===== src/rtl/core/cv3rb_pkg.sv =====
package cv3rb_pkg;

  localparam int MAX_W      = 1024;
  localparam int COL_W      = $clog2(MAX_W);
  localparam int WID_W      = 11;
  localparam int HGT_W      = 16;
  localparam int ROW_W      = HGT_W + 1;
  localparam int SAMP_W     = 16;
  localparam int COEF_W     = 16;
  localparam int FRAC       = 12;
  localparam int KSIZE      = 3;
  localparam int PROD_W     = SAMP_W + COEF_W;
  localparam int PSUM_W     = PROD_W + 2;
  localparam int ACC_W      = PSUM_W + 2;
  localparam int OUT_W      = 24;
  localparam int KROW_W     = KSIZE * COEF_W;
  localparam int CFG_W      = KROW_W;
  localparam int CFG_IDX_W  = 3;
  localparam int FIFO_DEPTH = 8;
  localparam int PTR_W      = $clog2(FIFO_DEPTH);

  localparam logic [CFG_IDX_W-1:0] REG_KTOP   = 3'd0;
  localparam logic [CFG_IDX_W-1:0] REG_KMID   = 3'd1;
  localparam logic [CFG_IDX_W-1:0] REG_KBOT   = 3'd2;
  localparam logic [CFG_IDX_W-1:0] REG_WIDTH  = 3'd3;
  localparam logic [CFG_IDX_W-1:0] REG_HEIGHT = 3'd4;

  localparam logic CMD_SAMPLE = 1'b0;
  localparam logic CMD_DRAIN  = 1'b1;

  typedef logic signed [SAMP_W-1:0] samp_t;
  // element i is kernel row i (top, middle, bottom)
  typedef logic [KSIZE-1:0][SAMP_W-1:0] col_t;
  typedef logic [KSIZE-1:0][COEF_W-1:0] coef_col_t;

  typedef struct packed {
    samp_t top;
    samp_t mid;
  } ls_word_t;

  typedef struct packed {
    logic shift;
    logic load_all;
  } cell_ctl_t;

  typedef struct packed {
    logic signed [OUT_W-1:0] value;
    logic                    eor;
    logic                    eof;
  } res_t;

endpackage


===== src/rtl/core/cv3rb_cell.sv =====
module cv3rb_cell import cv3rb_pkg::*; (
  input  logic                     clk,
  input  cell_ctl_t                ctl,
  input  col_t                     col_in,
  input  col_t                     col_load,
  input  col_t                     op_in,
  input  coef_col_t                coef,
  output col_t                     col_out,
  output logic signed [PSUM_W-1:0] psum
);

  col_t                     col_r, col_nxt;
  col_t                     op_r;
  logic signed [PROD_W-1:0] prod_r   [KSIZE];
  logic signed [PROD_W-1:0] prod_nxt [KSIZE];
  logic signed [PSUM_W-1:0] psum_r, psum_nxt;

  always_comb begin
    col_nxt = col_r;
    if (ctl.shift) begin
      col_nxt = ctl.load_all ? col_load : col_in;
    end
  end

  always_comb begin
    psum_nxt = '0;
    for (int i = 0; i < KSIZE; i++) begin
      prod_nxt[i] = $signed(op_r[i]) * $signed(coef[i]);
      psum_nxt    = psum_nxt + PSUM_W'(prod_r[i]);
    end
  end

  always_ff @(posedge clk) begin
    col_r  <= col_nxt;
    op_r   <= op_in;
    prod_r <= prod_nxt;
    psum_r <= psum_nxt;
  end

  assign col_out = col_r;
  assign psum    = psum_r;

endmodule


===== config.mk =====
export PLATFORM = sky130hd
export DESIGN_NAME = cv3rb_cell
export DESIGN_NICKNAME = d
export VERILOG_FILES = /design/src/rtl/core/cv3rb_pkg.sv /design/src/rtl/core/cv3rb_cell.sv
export SDC_FILE = /design/constraint.sdc
export NUM_CORES = 2
export LEC_CHECK = 0
export CELL_PAD_IN_SITES_DETAIL_PLACEMENT = 1
export CELL_PAD_IN_SITES_GLOBAL_PLACEMENT = 1
export CORE_ASPECT_RATIO = 1.75
export CORE_MARGIN = 2
export CORE_UTILIZATION = 24
export CTS_CLUSTER_DIAMETER = 100
export DETAILED_ROUTE_END_ITERATION = 16
export DONT_BUFFER_PORTS = 1
export PLACE_DENSITY_LB_ADDON = 0.25
export SYNTH_ARGS = -nofsm -noshare
export SYNTH_HDL_FRONTEND = slang
export SYNTH_SLANG_ARGS = --single-unit

===== constraint.sdc =====
create_clock -name clk -period 8.2 [get_ports clk]
set_input_delay 0.41 -clock clk [delete_from_list [all_inputs] [get_ports clk]]
set_output_delay 0.41 -clock clk [all_outputs]
set_load 0.03 [all_outputs]

==> flow_summary.json <==
{
  "status": "finished clean",
  "clk_latency_ns": 0.66,
  "synth-seq-area-share": 0.135,
  "drt-pass1-iter-count": 4,
  "post-route-util": 0.273,
  "max_stage_delay_ns": 0.91,
  "crit_required_ns": 8.71,
  "syn_nets": 5047,
  "cts_num_sinks": 226,
  "skew_ns": 0.0190,
  "die_w_um": 301,
  "cts_buffer_depth": 3,
  "die_h_um": 524,
  "grt_max_degree": 49,
  "cp_max_fo": 16,
  "antenna_found_initial": 11,
  "io_pins": 277,
  "finalHoldViolCount": 0,
  "syn_avg_cell_area_um2": 9.87,
  "crit_chain": "nand2_1, inv_1, fa_1, fa_1, fa_1, fa_1, fa_1, inv_1, fa_1, inv_1, ha_1, nand2_1, o21ai_0, o41ai_1, a2bb2oi_1, o311ai_1, a21o_1, a21oi_1, xnor2_1",
  "wl_per_cell_um": 19.8,
  "core-area_um2": 153000,
  "hold_path.class": "primary input to register",
  "finalSetupViolCount": 0,
  "finalInstanceArea_um2": 41800,
  "cts_made_buffers": 29,
  "synth_top_area_cell": "fa_1",
  "worst_pin_slew_ns": 0.926,
  "critPathCaptureType": "register",
  "worst_ep_arrival_time_ns": 7.30,
  "start_kind": "register",
  "num_rows": 190,
  "grt_pass1_wl_um": 182000,
  "grt_pass1_vias": 30500,
  "gp_congestion": 0.829,
  "final_nets": 5134,
  "setup_tns_ns": 0,
  "ys_async_sr_fraction": 0,
  "cts.clk_slew.worst_paths_ns": 0.06,
  "cts-resized-gates": 0,
  "area.growth.synth_to_final_pct": 12.9,
  "clock-root-buffer": "clkbuf_16",
  "antenna_left": 0,
  "critPathKind": "register to register",
  "synth_top_area_share": 0.443,
  "ys_types": 67,
  "final_max_slew_viol_count": 0,
  "fin_worst_hold_slack_ns": 0.120,
  "register_area_um2": 5000,
  "grt_overflow_total": 0,
  "synth.most_common_cell": "inv_1",
  "synthTopCellsByCount": "inv_1, fa_1, nand2_1",
  "drc": 0,
  "cts_tree": "built",
  "cp_slowest_cell": "fa_1",
  "multi_input_area_um2": 28300,
  "die_area_um2": 158000,
  "finalCriticalPeriod_ns": 6.79,
  "nFillCells": 17500,
  "synth_cells": 3755,
  "initial_utilization": 0.242,
  "post_dp_cell_area_um2": 39300,
  "routed_wl_um": 116000,
  "timing.final.crit_share": 0.827,
  "numPortBuffers": 0,
  "cap_viol_max_count": 0,
  "cts_setup_buffers": 0,
  "path_common_cell": "fa_1",
  "ys_seq_elements": 226,
  "postCtsHoldBufs": 151,
  "synth_warnings": 0,
  "fmax_ghz": 0.147,
  "synth_edf_count": 48,
  "netlist_top_cells_area": "fa_1, dfxtp_1, ha_1, inv_1, and2_1",
  "cts-htree-levels": 1,
  "syn_area_um2": 37000,
  "vias_per_cell": 4.25,
  "dp.final_hpwl_um": 97300,
  "rsz0062_at_grt": "false",
  "timing.slew.headroom": 0.376,
  "grtUsageTotal": 0.153,
  "first_iter_violations": 677,
  "layout-drive-gt1-share": 0.0326,
  "routed-via-count": 25000,
  "synth_ff_type": "dfxtp_1"
}
## layout make-up
| class | instances | area share |
|---|---|---|
| Timing Repair Buffer | 165 | 0.0391 |
| Clock inverter | 25 | 0.00667 |
| Clock buffer | 29 | 0.0174 |
| Sequential cell | 226 | 0.120 |
| Inverter | 877 | 0.0787 |
| Multi-Input combinational cell | 2543 | 0.678 |
| Antenna cell | 6 | 0.000359 |
| Tap cell | 2016 | 0.0603 |
## per-stage QoR
| step | worst slack [ns] | std cells |
|---|---|---|
| floorplan | 2.07 | 3755 |
| global placement | 1.51 | 5676 |
| detailed placement | 1.37 | 5676 |
| CTS | 1.34 | 5881 |
| global route | 0.941 | 5883 |
| finish | 1.41 | 5887 |
## placed cells by master (no fill, tap or decap), types with 48 or more instances in the layout
cell type / instances
ha_1: 278
a21oi_1: 79
xnor2_1: 95
and2_1: 359
inv_1: 876
edfxtp_1: 48
nor2_1: 86
nand2_1: 418
dlygate4sd3_1: 150
mux2_2: 48
a21o_1: 63
dfxtp_1: 178
fa_1: 819
## metal layers
metal  routed length [µm]  vias to the layer above  GRT usage
met5                   48                        -          0
met4                 4340                        8     0.0544
met3                 3590                      123     0.0197
met2                68000                      284      0.314
met1                40300                    13300      0.155
li1                     -                    11400          -
## state kept, by name (all words and copies together) (netlist names)
name / count
prod_r: 96
psum: 34
col_out: 48
op_r: 48
## cell families after synthesis
logic type / after synthesis / share of synthesized area
AND/OR/NAND/NOR: 969 / 0.129
AO/OA/AOI/OAI: 295 / 0.0531
buffers and inverters: 986 / 0.0999
XOR/XNOR: 132 / 0.0312
flip-flops: 226 / 0.135
multiplexers: 50 / 0.0151
adder cells (fa/ha/maj): 1097 / 0.536
## final timing paths
check                   from         end  slack (ns)  cells after the start
setup / recovery    op_r[31]  prod_r[63]        1.41                     19
hold / removal       coef[0]  prod_r[64]        0.12                      1
setup reg to reg    op_r[31]  prod_r[63]        1.41                     19
hold reg to reg   prod_r[64]     psum[0]        0.68                      3
## worst max-delay path, delay by kind of cell (launching register included)
kind                       cells  cell delay [ns]
adders and majority gates      7             3.90
AOI/OAI and AO/OA              6             1.40
DFF                            1             0.70
and+or+nand+nor                2             0.28
buffers and inverters          3             0.27
xor gates and xnor gates       1             0.09
Power is left out: the tool's default activity adds up to more than one toggle a clock period on the data nets, which glitch-free logic cannot reach.
