### src/rtl/core/cv3rb_pkg.sv
package cv3rb_pkg;

  localparam int MAX_W      = 1024;
  localparam int COL_W      = $clog2(MAX_W);
  localparam int WID_W      = 11;
  localparam int HGT_W      = 16;
  localparam int ROW_W      = HGT_W + 1;
  localparam int SAMP_W     = 16;
  localparam int COEF_W     = 16;
  localparam int FRAC       = 12;
  localparam int KSIZE      = 3;
  localparam int PROD_W     = SAMP_W + COEF_W;
  localparam int PSUM_W     = PROD_W + 2;
  localparam int ACC_W      = PSUM_W + 2;
  localparam int OUT_W      = 24;
  localparam int KROW_W     = KSIZE * COEF_W;
  localparam int CFG_W      = KROW_W;
  localparam int CFG_IDX_W  = 3;
  localparam int FIFO_DEPTH = 8;
  localparam int PTR_W      = $clog2(FIFO_DEPTH);

  localparam logic [CFG_IDX_W-1:0] REG_KTOP   = 3'd0;
  localparam logic [CFG_IDX_W-1:0] REG_KMID   = 3'd1;
  localparam logic [CFG_IDX_W-1:0] REG_KBOT   = 3'd2;
  localparam logic [CFG_IDX_W-1:0] REG_WIDTH  = 3'd3;
  localparam logic [CFG_IDX_W-1:0] REG_HEIGHT = 3'd4;

  localparam logic CMD_SAMPLE = 1'b0;
  localparam logic CMD_DRAIN  = 1'b1;

  typedef logic signed [SAMP_W-1:0] samp_t;
  // element i is kernel row i (top, middle, bottom)
  typedef logic [KSIZE-1:0][SAMP_W-1:0] col_t;
  typedef logic [KSIZE-1:0][COEF_W-1:0] coef_col_t;

  typedef struct packed {
    samp_t top;
    samp_t mid;
  } ls_word_t;

  typedef struct packed {
    logic shift;
    logic load_all;
  } cell_ctl_t;

  typedef struct packed {
    logic signed [OUT_W-1:0] value;
    logic                    eor;
    logic                    eof;
  } res_t;

endpackage

### src/rtl/core/cv3rb_ofifo.sv
module cv3rb_ofifo import cv3rb_pkg::*; (
  input  logic clk,
  input  logic rst_n,
  input  logic wr_en,
  input  res_t wr_data,
  input  logic rd_en,
  output res_t rd_data,
  output logic empty
);

  res_t             mem_r [FIFO_DEPTH];
  logic [PTR_W-1:0] wr_ptr_r, wr_ptr_nxt;
  logic [PTR_W-1:0] rd_ptr_r, rd_ptr_nxt;
  logic [PTR_W:0]   count_r, count_nxt;

  always_comb begin
    wr_ptr_nxt = wr_en ? wr_ptr_r + PTR_W'(1) : wr_ptr_r;
    rd_ptr_nxt = rd_en ? rd_ptr_r + PTR_W'(1) : rd_ptr_r;
    count_nxt  = count_r + (PTR_W+1)'(wr_en) - (PTR_W+1)'(rd_en);
  end

  always_ff @(posedge clk) begin
    if (!rst_n) begin
      wr_ptr_r <= '0;
      rd_ptr_r <= '0;
      count_r  <= '0;
    end else begin
      wr_ptr_r <= wr_ptr_nxt;
      rd_ptr_r <= rd_ptr_nxt;
      count_r  <= count_nxt;
    end
  end

  always_ff @(posedge clk) begin
    if (wr_en) begin
      mem_r[wr_ptr_r] <= wr_data;
    end
  end

  assign rd_data = mem_r[rd_ptr_r];
  assign empty   = (count_r == '0);

endmodule

### config.mk
export PLATFORM = sky130hd
export DESIGN_NAME = cv3rb_ofifo
export DESIGN_NICKNAME = d
export VERILOG_FILES = /design/src/rtl/core/cv3rb_pkg.sv /design/src/rtl/core/cv3rb_ofifo.sv
export SDC_FILE = /design/constraint.sdc
export NUM_CORES = 1
export LEC_CHECK = 0
export ABC_AREA = 1
export BUFFER_PORTS_ARGS = -buffer_cell sky130_fd_sc_hd__buf_2
export CORE_ASPECT_RATIO = 0.9
export CORE_MARGIN = 2
export CORE_UTILIZATION = 55
export DETAILED_ROUTE_END_ITERATION = 6
export GPL_ROUTABILITY_DRIVEN = 0
export PLACE_DENSITY = 0.76
export RECOVER_POWER = 25
export SYNTH_ARGS = -nofsm -noshare
export SYNTH_HDL_FRONTEND = slang
export SYNTH_SLANG_ARGS = --single-unit
### constraint.sdc
create_clock -name clk -period 2.8 [get_ports clk]
set_input_delay 0.84 -clock clk [delete_from_list [all_inputs] [get_ports clk]]
set_output_delay 0.84 -clock clk [all_outputs]
set_load 0.05 [all_outputs]
==> flow_summary_export.csv, run 1 <==
group,metric,value,unit
timing,slew_violations,0,
timing,finalSetupViolCount,0,
timing,fin_crit,2727,ps
clocking,cts_root_buf,"clkbuf_16",
global_route,grt_pass1_wl,31.75,mm
worst_setup_path,crit_type,"flip-flop to primary output",
global_route,grt.total_usage,0.2240,
run,maxCapViolCount,0,
clocking,clkSlewWorstSetupHoldPaths,60,ps
clocking,htree_levels,1,
timing,slew_headroom,0.6855,
clocking,numCtsBuffers,23,
worst_setup_path,cp.required,1960,ps
logic_synthesis,syn_avg_cell_area,9.883,µm²
clocking,clk_latency,500,ps
timing,hold_viol,0,
worst_setup_path,cp_slowest_stage_delay,420,ps
final_layout,area_growth_syn_to_layout,16.37,%
worst_setup_path,slowest_stage,"dfxtp_4",
worst_setup_path,worst_setup_path_start_kind,"flip-flop",
timing,worst_pin_slew,471.8,ps
final_layout,diodes,0,
final_layout,drive_gt1_frac,0.1607,
pwr,p_leak,0.005092,µW
floorplanning,pin_count,57,
drt,drc_errors,0,
global_route,met1_usage,0.2779,
global_route,antenna_found_initial,1,
hold_path,hold_class,"flip-flop to flip-flop",
clocking,clock-sinks,221,
final_layout,fin_area,11270,µm²
floorplanning,die_h,129.9,µm
drt,dr.pass1.iters,6,
global_route,grt-busiest-layer,"met2",
logic_synthesis,yosysSeqAreaShare,0.6717,
timing,max_freq,366.7,MHz
global_route,grtUsageMet2,0.3938,
floorplanning,rows,46,
worst_setup_path,crit_top_cell,"nand2_1",
logic_synthesis,yosys.area.top_type_share,0.6449,
logic_synthesis,synth-seq-cells,221,
clocking,cts_buffer_depth,3,
drt,wl_per_cell,16.33,µm
worst_setup_path,crit_buf_inv,3,
clocking,cts.hold.buffers_added,0,
floorplanning,start_util,0.5554,
timing,skew,10.29,ps
placed_design,place_area,10350,µm²
global_route,grt_pass1_vias,6309,
final_layout,nNetsFinal,1086,
run_status,status,"complete, no violations",
floorplanning,core-area,17440,µm²
pwr,powerDensity,709.6,nW/µm²
worst_setup_path,path_max_fanout,26,
clocking,post-cts-setup-buffer-count,0,
worst_setup_path,crit_arrival,1890,ps
logic_synthesis,yosys-top-cells-area,"edfxtp_1 64%, nand2_1 14%, inv_1 6.1%",
worst_setup_path,reg2reg_from,"count_r[0]$_SDFF_PN0_",
logic_synthesis,syn_inst,980,
drt,routed_wl,21.29,mm
drt,viasPerCell,5.038,
clocking,cts_tree,"yes",
worst_setup_path,endpoint_kind,"primary output",
logic_synthesis,synth.largest_area_cell,"edfxtp_1",
timing,finalCritPeriodShare,0.9739,
global_route,grt_max_degree,83,
hold_path,min_from,"wr_ptr_r[0]$_SDFFE_PN0P_",
logic_synthesis,synth.distinct_cells,20,
drt,drtAntennaViolNets,0,
worst_setup_path,critical_path.top_delay_family,"buffers and inverters",
logic_synthesis,syn_nets,1018,
placed_design,io_buffers,56,
logic_synthesis,yosys_warnings,0,
logic_synthesis,syn_area,9686,µm²
drt,vias,6569,
global_route,met3_usage,0.03890,
drt,drt_iter0_markers,497,
global_route,overflow,0,
floorplanning,die-width,143.9,µm
floorplanning,dieArea,18690,µm²
placed_design,dp_hpwl,10.68,mm
timing,finalSetupTns,0,ps
worst_setup_path,cp_cell_sequence,"inv_4 > clkbuf_16 > nand2_1 > nand3_1 > nand2_1 > nand2_1 > nand2_1 > buf_2",
pwr,vdd_drop_max,0.5224,mV
-- synthesized netlist by cell type (all sizes together) --
cell / instances
nand2: 351
xnor2: 1
buf: 32
nor2: 15
ha: 7
dfxtp: 13
inv: 220
o21ai: 4
edfxtp: 208
clkinv: 6
a21oi: 7
nand3: 106
or2: 2
clkbuf: 7
fa: 1
-- layout by cell type (no fill, tap or decap) --
| cell type | n |
|---|---|
| nor2_4 | 8 |
| clkinv_1 | 13 |
| edfxtp_1 | 208 |
| clkbuf_4 | 13 |
| fa_1 | 1 |
| inv_1 | 157 |
| nor2_1 | 7 |
| inv_2 | 62 |
| inv_4 | 1 |
| buf_2 | 24 |
| clkinv_2 | 7 |
| ha_1 | 7 |
| dfxtp_1 | 11 |
| buf_16 | 3 |
| a21oi_1 | 7 |
| buf_8 | 1 |
| dfxtp_4 | 2 |
| nand3_1 | 106 |
| clkbuf_16 | 27 |
| or2_1 | 2 |
| nand2_1 | 351 |
| xnor2_1 | 1 |
| clkbuf_1 | 18 |
| bufinv_16 | 4 |
| buf_12 | 6 |
| buf_4 | 13 |
| o21ai_1 | 4 |
-- worst paths after layout --
path	end	slack, ps	depth (start not counted)
min reg2reg	wr_ptr_r[0]$_SDFFE_PN0P_	500	2
min	wr_ptr_r[0]$_SDFFE_PN0P_	500	2
max	rd_data[14]	70	8
max reg2reg	count_r[2]$_SDFF_PN0_	1210	8
-- what timing repair did --
action                     CTS  global route
cloned                       1             4
resized for setup            3            20
setup endpoints to repair    9            25
-- per-stage QoR --
stage | util | hold slack [ps] | std cells | setup WS, ps | total power, µW
6_report | 0.6463 | 503.1 | 1304 | 73.03 | 7998
5_1_grt | 0.6463 | 539.3 | 1304 | -1.353 | 8292
4_1_cts | 0.6388 | 504.7 | 1300 | 4.067 | 7992
3_5_place_dp | 0.5934 | 493.7 | 1258 | 527.2 | 4920
3_3_place_gp | 0.5934 | 481.3 | 1258 | 556.5 | 4889
2_1_floorplan | - | 465.4 | 980 | 148.0 | 4620
-- layout make-up --
class	count	area, µm²
Sequential cell	221	6514
Fill cell	1321	6168
Multi-Input combinational cell	494	2148
Inverter	226	853.3
Timing Repair Buffer	82	700.7
Clock buffer	23	575.6
Tap cell	240	300.3
Clock inverter	18	178.9
-- flip-flops by register name, summed over array words and instances, names as in the netlist, named ones only --
signal    count
count_r       4
wr_ptr_r      3
mem_r       208
rd_ptr_r      3
-- power breakdown --
part | total (µW) | switching [µW] | leakage, µW | internal (µW)
logic | 1180 | 827 | 0.00272 | 352
registers | 3760 | 43.6 | 0.00200 | 3710
clock network | 3060 | 1210 | 0.000374 | 1850
-- logic make-up after synthesis --
group / after synthesis / synth area share
buffers and inverters: 265 / 0.1126
xor gates and xnor gates: 1 / 0.0009044
AOI/OAI and AO/OA: 11 / 0.005684
adders and majority gates: 8 / 0.01111
and+or+nand+nor: 474 / 0.1979
DFF: 221 / 0.6717
-- worst reg2reg max path, stage by stage, from the launching register on --
cell     delay [ps]
dfxtp_1         320
inv_1            40
ha_1            260
inv_1            50
ha_1            160
inv_1            70
fa_1            400
o21ai_1         140
a21oi_1          50
-- per-layer routing --
| layer | vias up | part of all wire |
|---|---|---|
| met1 | 3093 | 0.40 |
| met4 | 2 | 0.032 |
| li1 | 3173 | - |
| met5 | - | 0.00061 |
| met2 | 248 | 0.49 |
| met3 | 53 | 0.072 |
(Power assumes the default switching activity.)
==> inputs of run 2 (changes only) <==
--- a/config.mk
+++ b/config.mk
@@ -7,12 +7,14 @@
 export LEC_CHECK = 0
 export ABC_AREA = 1
 export BUFFER_PORTS_ARGS = -buffer_cell sky130_fd_sc_hd__buf_2
+export CELL_PAD_IN_SITES_DETAIL_PLACEMENT = 1
+export CELL_PAD_IN_SITES_GLOBAL_PLACEMENT = 1
 export CORE_ASPECT_RATIO = 0.9
-export CORE_MARGIN = 2
-export CORE_UTILIZATION = 55
+export CORE_MARGIN = 4
+export CORE_UTILIZATION = 43
 export DETAILED_ROUTE_END_ITERATION = 6
 export GPL_ROUTABILITY_DRIVEN = 0
-export PLACE_DENSITY = 0.76
+export PLACE_DENSITY_LB_ADDON = 0.1
 export RECOVER_POWER = 25
 export SYNTH_ARGS = -nofsm -noshare
 export SYNTH_HDL_FRONTEND = slang
==> run 2 against run 1 <==
Hold slack hardly changed. Clock power rose by 6.5%. Via count rose by 0.40%. Core utilization down 12 points. Final cell count rose by 4.7%. Total power rose by 3.2%. First-iteration DRC count down 38%. Cell area increased by 2.1%. Largest power group unchanged. Highest routed layer unchanged.
==> flow_summary_export.csv, run 2 (synthesis results as in run 1) <==
group,metric,value,unit
run_status,status,"complete, no violations",
floorplanning,die_h,150.4,µm
worst_setup_path,reg2reg_from,"count_r[0]$_SDFF_PN0_",
placed_design,dp_hpwl,13.31,mm
run,maxCapViolCount,0,
floorplanning,die-width,166.2,µm
final_layout,largest_register,"mem_r",
final_layout,register_area,6511,µm²
clocking,clock-sinks,221,
clocking,cts_tree,"yes",
drt,drtAntennaViolNets,0,
timing,finalSetupTns,0,ps
timing,slew_headroom,0.6945,
clocking,clkSlewWorstSetupHoldPaths,60,ps
hold_path,hold_class,"flip-flop to flip-flop",
worst_setup_path,cp_cell_sequence,"buf_12 > buf_16 > nand2_1 > nand3_1 > nand2_1 > nand2_1 > nand2_1 > buf_2",
drt,wl_per_cell,17.73,µm
floorplanning,dieArea,24990,µm²
worst_setup_path,worst_setup_path_start_kind,"flip-flop",
floorplanning,pin_count,57,
pwr,p_seq_frac,0.455,
pwr,power.switching,2145,µW
worst_setup_path,r2r_slack,1180,ps
final_layout,area_growth_syn_to_layout,18.83,%
clocking,numCtsBuffers,24,
timing,worst_pin_slew,458.2,ps
clocking,cts_buffer_depth,3,
pwr,p_leak,0.005167,µW
clocking,cts.hold.buffers_added,0,
timing,skew,13.93,ps
floorplanning,rows,51,
floorplanning,start_util,0.4425,
worst_setup_path,crit_top_cell,"nand2_1",
timing,hold_slack,503.3,ps
worst_setup_path,slowest_stage,"dfxtp_4",
timing,max_freq,369.3,MHz
timing,finalSetupViolCount,0,
final_layout,nNetsFinal,1094,
global_route,overflow,0,
worst_setup_path,cp.required,1960,ps
worst_setup_path,endpoint_kind,"primary output",
pwr,powerDensity,717.4,nW/µm²
placed_design,io_buffers,56,
pwr,internal_power,6112,µW
drt,dr.pass1.iters,4,
final_layout,n_fill_cell,2461,
pwr,power.share.clock,0.395,
timing,hold_viol,0,
final_layout,mostFrequentLayoutCell,"nand2_1",
clocking,htree_levels,1,
final_layout,multi_input_area,2158,µm²
global_route,grt_max_degree,53,
worst_setup_path,crit_type,"flip-flop to primary output",
drt,vias,6595,
pwr,vdd_drop_max,0.6434,mV
placed_design,placed_cells,1313,
global_route,grt_pass1_vias,6867,
final_layout,drive_gt1_frac,0.1750,
drt,routed_wl,24.20,mm
drt,drc_errors,0,
final_layout,final_cells,1365,
final_layout,diodes,0,
worst_setup_path,crit_path_end,"rd_data[9]",
clocking,cts_root_buf,"clkbuf_16",
global_route,grt_pass1_wl,37.74,mm
timing,finalCritPeriodShare,0.9672,
clocking,clk_latency,520,ps
drt,drt_iter0_markers,309,
pwr,swShare,0.2598,
global_route,grt.total_usage,0.1936,
timing,slew_violations,0,
worst_setup_path,timing.rr.end,"count_r[2]$_SDFF_PN0_",
final_layout,reg_top3,"mem_r: 208 flops, count_r: 4 flops",
placed_design,place_area,10460,µm²
worst_setup_path,path_max_fanout,26,
global_route,antenna_found_initial,1,
worst_setup_path,cp_slowest_stage_delay,390,ps
final_layout,layout_common_cells,"347 x nand2_1, 208 x edfxtp_1, 157 x inv_1, 106 x nand3_1, 62 x inv_2",
final_layout,largest_reg_flops,208,
worst_setup_path,r2r_cells,8,
pwr,p_comb_frac,0.151,
pwr,finalPower,8257,µW
timing,fin_crit,2708,ps
drt,viasPerCell,4.832,
final_layout,fin_area,11510,µm²
worst_setup_path,crit_arrival,1870,ps
floorplanning,core-area,21890,µm²
[run 2: metrics by stage]
stage / setup slack, ps / util
finish: 91.87 / 0.5259
detailed placement: 444.7 / 0.4777
global route: -5.477 / 0.5259
floorplan: 148.0 / -
CTS: 2.419 / 0.5208
global placement: 486.6 / 0.4777
[run 2: worst min path at each step]
stage	start	to	slack (ps)	depth (start not counted)
2_1_floorplan	wr_ptr_r[0]$_SDFFE_PN0P_	wr_ptr_r[0]$_SDFFE_PN0P_	470	2
3_3_place_gp	wr_ptr_r[0]$_SDFFE_PN0P_	wr_ptr_r[0]$_SDFFE_PN0P_	490	2
3_5_place_dp	wr_ptr_r[0]$_SDFFE_PN0P_	wr_ptr_r[0]$_SDFFE_PN0P_	500	2
4_1_cts	wr_ptr_r[0]$_SDFFE_PN0P_	wr_ptr_r[0]$_SDFFE_PN0P_	500	2
5_1_grt	wr_ptr_r[0]$_SDFFE_PN0P_	wr_ptr_r[0]$_SDFFE_PN0P_	540	2
6_report	wr_ptr_r[0]$_SDFFE_PN0P_	wr_ptr_r[0]$_SDFFE_PN0P_	500	2
[run 2: per-layer routing]
| layer | vias up | global-route usage | part of all wire |
|---|---|---|---|
| li1 | 3193 | - | - |
| met4 | 2 | 0.04577 | 0.022 |
| met1 | 3225 | 0.2467 | 0.43 |
| met5 | - | 0 | 0.00054 |
| met2 | 133 | 0.3465 | 0.50 |
| met3 | 42 | 0.03623 | 0.046 |
[run 2: timing repair]
action | CTS | global route
setup endpoints to repair | 24 | 26
cloned | 2 | 2
resized for setup | 17 | 29
buffers inserted | 0 | 4
pin swaps | 0 | 1
[run 2: area by class of cell]
cell class	count	share of cell area
repair buffers	88	0.06805
inverters	226	0.07501
clock inverters	9	0.01022
flip-flops and latches	221	0.5657
clock buffers	35	0.06109
multi-input cells	494	0.1875
repair inverters	1	0.0007610
well taps	291	0.03163
[run 2: worst max-delay path: cells and delay by family (launching register included)]
kind,cells,cell delay [ps]
buf+inv,3,570
flops,1,390
simple gates,5,380
[run 2: power by group through the flow]
stage	Clock (µW)	Combinational [µW]	Sequential, µW
floorplan	0	809	3810
global placement	0	1120	3820
detailed placement	0	1140	3820
CTS	3330	1210	3750
global route	3490	1380	3760
finish	3260	1250	3750
